--- src/rtl/tmtw_pkg.sv ---
`timescale 1ns / 1ps
// ----------------------------------------------------------------------------
// tmtw_pkg: shared types and constants of the text-mode terminal writer
// Field widths, character codes and the control/status bundles between the
// controller and the datapath.
// ----------------------------------------------------------------------------
package tmtw_pkg;

  // item field widths
  localparam int unsigned OP_W   = 1;
  localparam int unsigned CHAR_W = 8;
  localparam int unsigned COL_W  = 7;
  localparam int unsigned ROW_W  = 5;
  localparam int unsigned CELL_W = 16;
  localparam int unsigned ATTR_W = 8;

  // operation codes
  localparam logic [OP_W-1:0] OP_PUT  = 1'b0;
  localparam logic [OP_W-1:0] OP_READ = 1'b1;

  // character and attribute codes
  localparam logic [CHAR_W-1:0] NEWLINE_CODE = 8'd10;
  localparam logic [CHAR_W-1:0] SPACE_CODE   = 8'h20;
  localparam logic [ATTR_W-1:0] RESET_ATTR   = 8'h07;

  // controller to datapath
  typedef struct packed {
    logic capture;    // take the input item
    logic calc_phys;  // logical row to physical row
    logic calc_addr;  // physical row and column to cell address
    logic read_en;    // read cell and row table
    logic write_en;   // write character cell and row fill
    logic advance;    // move cursor after a put
    logic scroll;     // retire top row, blank new bottom row
    logic load_out;   // load result register
  } tmtw_cmd_t;

  // datapath to controller
  typedef struct packed {
    logic op_read;
    logic is_newline;
    logic need_scroll;
  } tmtw_sts_t;

endpackage

--- src/rtl/tmtw_ctrl.sv ---
`timescale 1ns / 1ps
// ----------------------------------------------------------------------------
// tmtw_ctrl: sequencing state machine
// Steps one item through row mapping, addressing, memory access, an optional
// scroll and the result register; owns the output valid flag.
// ----------------------------------------------------------------------------
module tmtw_ctrl import tmtw_pkg::*; (
  input  logic      clk_i,
  input  logic      rst_ni,
  input  logic      in_valid_i,
  output logic      in_ready_o,
  output logic      out_valid_o,
  input  logic      out_ready_i,
  input  tmtw_sts_t sts_i,
  output tmtw_cmd_t cmd_o
);

  typedef enum logic [2:0] {
    S_IDLE,
    S_PHYS,
    S_ADDR,
    S_ACCESS,
    S_SCROLL,
    S_RESULT
  } state_e;

  state_e state_q;
  logic   out_valid_q;
  logic   load_ok;

  // result register free, or being emptied this cycle
  assign load_ok    = !out_valid_q || out_ready_i;
  assign in_ready_o = (state_q == S_IDLE);
  assign out_valid_o = out_valid_q;

  // command decode
  always_comb begin
    cmd_o           = '0;
    cmd_o.capture   = (state_q == S_IDLE) && in_valid_i;
    cmd_o.calc_phys = (state_q == S_PHYS);
    cmd_o.calc_addr = (state_q == S_ADDR);
    cmd_o.read_en   = (state_q == S_ACCESS) && sts_i.op_read;
    cmd_o.write_en  = (state_q == S_ACCESS) && !sts_i.op_read && !sts_i.is_newline;
    cmd_o.advance   = (state_q == S_ACCESS) && !sts_i.op_read;
    cmd_o.scroll    = (state_q == S_SCROLL);
    cmd_o.load_out  = (state_q == S_RESULT) && load_ok;
  end

  // state and output valid
  always_ff @(posedge clk_i or negedge rst_ni) begin
    if (!rst_ni) begin
      state_q     <= S_IDLE;
      out_valid_q <= 1'b0;
    end else begin
      // a load keeps valid high even when the old item leaves
      if (cmd_o.load_out) begin
        out_valid_q <= 1'b1;
      end else if (out_ready_i) begin
        out_valid_q <= 1'b0;
      end
      case (state_q)
        S_IDLE: begin
          if (in_valid_i) begin
            state_q <= S_PHYS;
          end
        end
        S_PHYS:   state_q <= S_ADDR;
        S_ADDR:   state_q <= S_ACCESS;
        S_ACCESS: begin
          if (!sts_i.op_read && sts_i.need_scroll) begin
            state_q <= S_SCROLL;
          end else begin
            state_q <= S_RESULT;
          end
        end
        S_SCROLL: state_q <= S_RESULT;
        S_RESULT: begin
          if (load_ok) begin
            state_q <= S_IDLE;
          end
        end
        default:  state_q <= S_IDLE;
      endcase
    end
  end

endmodule

--- config.mk ---
export PLATFORM = sky130hd
export DESIGN_NAME = tmtw_ctrl
export DESIGN_NICKNAME = d
export VERILOG_FILES = /design/src/rtl/tmtw_pkg.sv /design/src/rtl/tmtw_ctrl.sv
export SDC_FILE = /design/constraint.sdc
export NUM_CORES = 1
export LEC_CHECK = 0
export ABC_AREA = 1
export BUFFER_PORTS_ARGS = -buffer_cell sky130_fd_sc_hd__clkbuf_2
export CORE_AREA = 5 5 42 44
export CTS_BUF_LIST = sky130_fd_sc_hd__clkbuf_4 sky130_fd_sc_hd__clkbuf_8
export DETAILED_ROUTE_END_ITERATION = 6
export DIE_AREA = 0 0 47 49
export GPL_TIMING_DRIVEN = 0
export HOLD_SLACK_MARGIN = 0.05
export PLACE_DENSITY = 0.55
export SETUP_SLACK_MARGIN = 0.5
export SYNTH_ARGS = -nofsm -noshare
export SYNTH_HDL_FRONTEND = slang
export SYNTH_SLANG_ARGS = --single-unit
--- constraint.sdc ---
create_clock -name clk_i -period 2.8 [get_ports clk_i]
set_clock_uncertainty 0.2 [all_clocks]
set_input_delay 0 -clock clk_i [delete_from_list [all_inputs] [get_ports clk_i]]
set_output_delay 0 -clock clk_i [all_outputs]
set_load 0.02 [all_outputs]
======== Yosys cells after proc, flatten, opt, wreduce, memory -nomap -nowiden ========
Cells that the tools add are included.
cells by class
  bitwise logic cells ..................... 0
  muxes and demuxes ....................... 6
  shift operators ......................... 0
  equal/unequal tests ..................... 7
  divide/modulo/power cells ............... 0
  $lt $le $gt $ge ......................... 0
  $add $sub $neg .......................... 0
  reduce and logical (&&, ||, !) cells .... 13
  multiply operators ...................... 0
operators with widths
  kind                count
  $pmux 3 s6          1
  $eq 3x2->1 const B  2
  $eq 3x3->1 const B  2
  $logic_and 1x1->1   6
  $mux 3              2
  $ne 2x2->1 const B  2
  $eq 3x1->1 const B  1
  $logic_not 1->1     3
  $logic_not 3->1     1
  $mux 1              3
  $reduce_and 2->1    1
  $reduce_bool 2->1   1
  $logic_or 1x1->1    1
storage, ports and cells
  memories ................................ 0
  RAM bits ................................ 0
  logic and storage cells ................. 28
  bits in latches ......................... 0
  memory bits (read-only) ................. 0
  register bits ........................... 4

======== Longest topological paths before layout ========
  word-level depth ........................ 4
  depth in mapped cells ................... 6
  mapped depth without buffers ............ 6

======== Least setup slack after synthesis ========
OpenSTA, ideal clock, no wires.
  kind .................................... reg-to-output
  start ................................... register state_q[2]
  end ..................................... output cmd_o[3] (netlist name)
  slack ................................... 1.492 ns
  data arrival time ....................... 1.108 ns
  cell stages (with the launch flop) ...... 4
  cell sequence ........................... dfrtp_1 -> inv_1 -> nand3_1 -> nor3_1
RTL lines
  item                    RTL line         text
  from (decl)             tmtw_ctrl.sv:27  state_e state_q;
  from (signal assigned)  tmtw_ctrl.sv:52  state_q <= S_IDLE;
  from (signal assigned)  tmtw_ctrl.sv:64  state_q <= S_PHYS;
  from (signal assigned)  tmtw_ctrl.sv:67  S_PHYS: state_q <= S_ADDR;
  to (decl)               tmtw_ctrl.sv:15  output tmtw_cmd_t cmd_o

======== Worst setup path after layout ========
  start ................................... register state_q[2]
  end ..................................... register state_q[0]
between the ends
  word-level cells in the longest chain between the ends .. 3
  elaborated cells between the ends (all ways) .. 10
  those cells by class .................... 7 x eq/ne; 1 x mux; 2 x reduce/logical
ends and longest elaborated chain
  item                                           RTL line         text
  $eq 3x3->1 or $logic_not 3->1 (tied branches)  tmtw_ctrl.sv:61  case (state_q)
  $ne 2x2->1 (no line)                           -
  $reduce_and 2->1 (no line)                     -
Several ways; a longest one is shown, not always the timed one.
A chain may end at the register's enable or synchronous reset.

==> results.toml <==
[outcome]
status = "completed"

[place]
gp_congestion = 0.7421
numPortBuffers = 16
pre_cts_ws_ns = 1.558
dp.final_hpwl_um = 522

[synthesis]
synth-async-reset-ratio = 1.000
synth_top_area_share = 0.3902
synthAdderAreaFrac = 0
yosysSeqAreaShare = 0.3902
synth_commonest_cells = "inv_1 (9), nor2_1 (8), nand2_1 (6)"
yosys.area.top_type = "dfrtp_1"
synth_top_family_by_area = "simple AND/OR/NAND/NOR gates"
synth_area_leaders = "dfrtp_1 (39%), inv_1 (13%), nor2_1 (12%), nand2_1 (8.8%), nand3_1 (5.9%)"
post_synth.cell_area_avg_um2 = 6.577
synth_mux_area_frac = 0
ys_warn_count = 0
synth-seq-cells = 4
synth-edff-count = 0
synth-xor-area-share = 0
synth-simple-area-share = 0.3951
synth_cell_type_count = 12
synthMostInstantiatedCell = "inv_1"
synth_area_um2 = 256.5
ys.flop_type = "dfrtp_1"
synth_compound_area_frac = 0.08293
synth_nets = 46
netlist_instances = 39

[cells_and_area]
seqCellArea_um2 = 100.1
n_antenna_cell = 0
multi_input_area_um2 = 122.6
drive_above_1_share = 0.3651
syn_to_final_growth_pct = 67.32
fillerInstances = 171
fin_nets = 72

[sta]
hold_viol_final = 0
tightest_slew_ns = 0.2603
rsz0062_at_grt = "false"
setup_violations = 0
tns_ns = 0
finalCritPeriodShare = 0.6432
fin_crit_ns = 1.801
fmax_ghz = 0.5553
worst_slack_ns = 0.9991
slew_headroom = 0.8265
report.final.slew_viol_count = 0

[clock_tree]
clk_latency_ns = 0.24
cts_setup_buffers = 0
cts_tree = "yes"
cts-root-buf = "clkbuf_4"
clockBufferDepth = 2
clock-sinks = 4
numCtsBuffers = 3
cts-htree-levels = 1
clk_pin_slew_ns = 0.04

[worst_setup_path]
cp.arrival_ns = 1.78
cp.required_ns = 2.78
critPathMaxStageDelay_ns = 0.56
worstPathCellList = "inv_1 > nand2_1 > o21ai_0 > nand3_1 > dlygate4sd3_1 > nand2_1"
r2r-start = "state_q[2]"
criticalPathCategory = "register to register"
r2r_slack_ns = 1.0
crit_path_start = "state_q[2]"
rr_worst_depth = 6
critPathMaxFanout = 6
regToRegEndpoint = "state_q[0]"
cpMaxStageDelayCell = "dlygate4sd3_1"
cpMostUsedCell = "nand2_1"
critPathCapture = "state_q[0]"
worstSetupEndpointType = "register"
cp-start-kind = "register"

[worst_hold_path]
hold_class = "input port to output pin"
holdPathStages = 3

[routing]
vias = 312
drc = 0
viasPerCell = 3.949
wl_per_cell_um = 8.443
detail-route-antenna-nets = 0
wl_um = 667
drt_first_pass_iters = 3
drt_iter0_drc = 3

[global_routing]
grt_pass1_wl_mm = 1.124
antenna_found_initial = 0
grt_max_degree = 9
grt_pass1_vias = 289
globalRouteMet3Util = 0.03321
grt.busiest_layer = "met2"
grt_usage = 0.07208
use_met1 = 0.08000
grt-ovfl-total = 0
grt_util_met2 = 0.08824

[floorplan]
num_io_pins = 17
die_y_um = 49
start_util = 0.1830
core-area_mm2 = 0.001401
die_area_mm2 = 0.002303
die_w_um = 47
rows = 14

[power]
irDropWorstVdd_v = 0.0003391
p_leak_nw = 0.2579
power_density_mw_per_mm2 = 1013

[run]
cap_violations = 0
[report_power, final]
| group | total (W) | internal (W) | switching [W] | leakage, nW |
|---|---|---|---|---|
| Combinational | 0.000240 | 0.0000915 | 0.000148 | 0.193 |
| Clock | 0.0000731 | 0.0000480 | 0.0000251 | 0.0138 |
| Sequential | 0.000122 | 0.0000838 | 0.0000383 | 0.0508 |
| Total | 0.000435 | 0.000223 | 0.000211 | 0.258 |
[critical path: cells and delay by family (launching register included)]
kind	cells	cell delay, ns
buf+inv	2	0.69
simple gates	3	0.24
compound gates	1	0.19
flops	1	0.43
[flip-flops by register name (all words and copies together) (netlist names)]
register and cells:
out_valid_o 1, state_q 3
[layout make-up]
type                    count  area share
clock buffers               3     0.05248
inverters                   9     0.07872
multi-input cells          26      0.2857
flip-flops and latches      4      0.2332
well taps                  16     0.04665
repair buffers             21      0.3032
[cells by family after synthesis]
logic type | Yosys count
and+or+nand+nor | 22
buffers and inverters | 9
DFF | 4
AOI/OAI and AO/OA | 4
[how the worst min path moves through the flow]
stage / startpoint / slack, ns / end
5_1_grt: sts_i[1] / 0.08 / cmd_o[3]
2_1_floorplan: rst_ni / -0.50 / out_valid_o
6_report: sts_i[1] / 0.06 / cmd_o[3]
3_5_place_dp: rst_ni / -0.39 / state_q[1]
3_3_place_gp: rst_ni / -0.39 / state_q[2]
4_1_cts: sts_i[1] / 0.06 / cmd_o[3]
[routing by layer]
layer  wire, µm  part of all wire  vias up
met3         71              0.11        5
met4         39             0.058        0
met5          0                 0        -
met2        254              0.38       16
met1        301              0.45      125
li1           -                 -      166
[placed cells by master, fill, tap and decap left out, drive strengths merged]
master        n
nand2         7
nor3          1
dfrtp         4
a21oi         1
nand3         4
clkbuf       19
o21ai         2
inv           9
o22ai         1
nor2         10
dlygate4sd3   5
[stage by stage]
step | utilization | hold WS, ns | power, W | instance area [µm²] | std cells
2_1_floorplan | - | -0.4956 | 0.0002713 | 256.5 | 39
3_3_place_gp | 0.2545 | -0.3909 | 0.0003416 | 356.6 | 71
3_5_place_dp | 0.2545 | -0.3852 | 0.0003440 | 356.6 | 71
4_1_cts | 0.3063 | 0.05998 | 0.0004399 | 429.2 | 79
5_1_grt | 0.3063 | 0.07946 | 0.0004687 | 429.2 | 79
6_report | 0.3063 | 0.05607 | 0.0004347 | 429.2 | 79
[repair_timing]
action,CTS,global route
hold endpoints to repair,7,0
hold buffers,5,0
resized for setup,0,0
(Power assumes the default switching activity.)
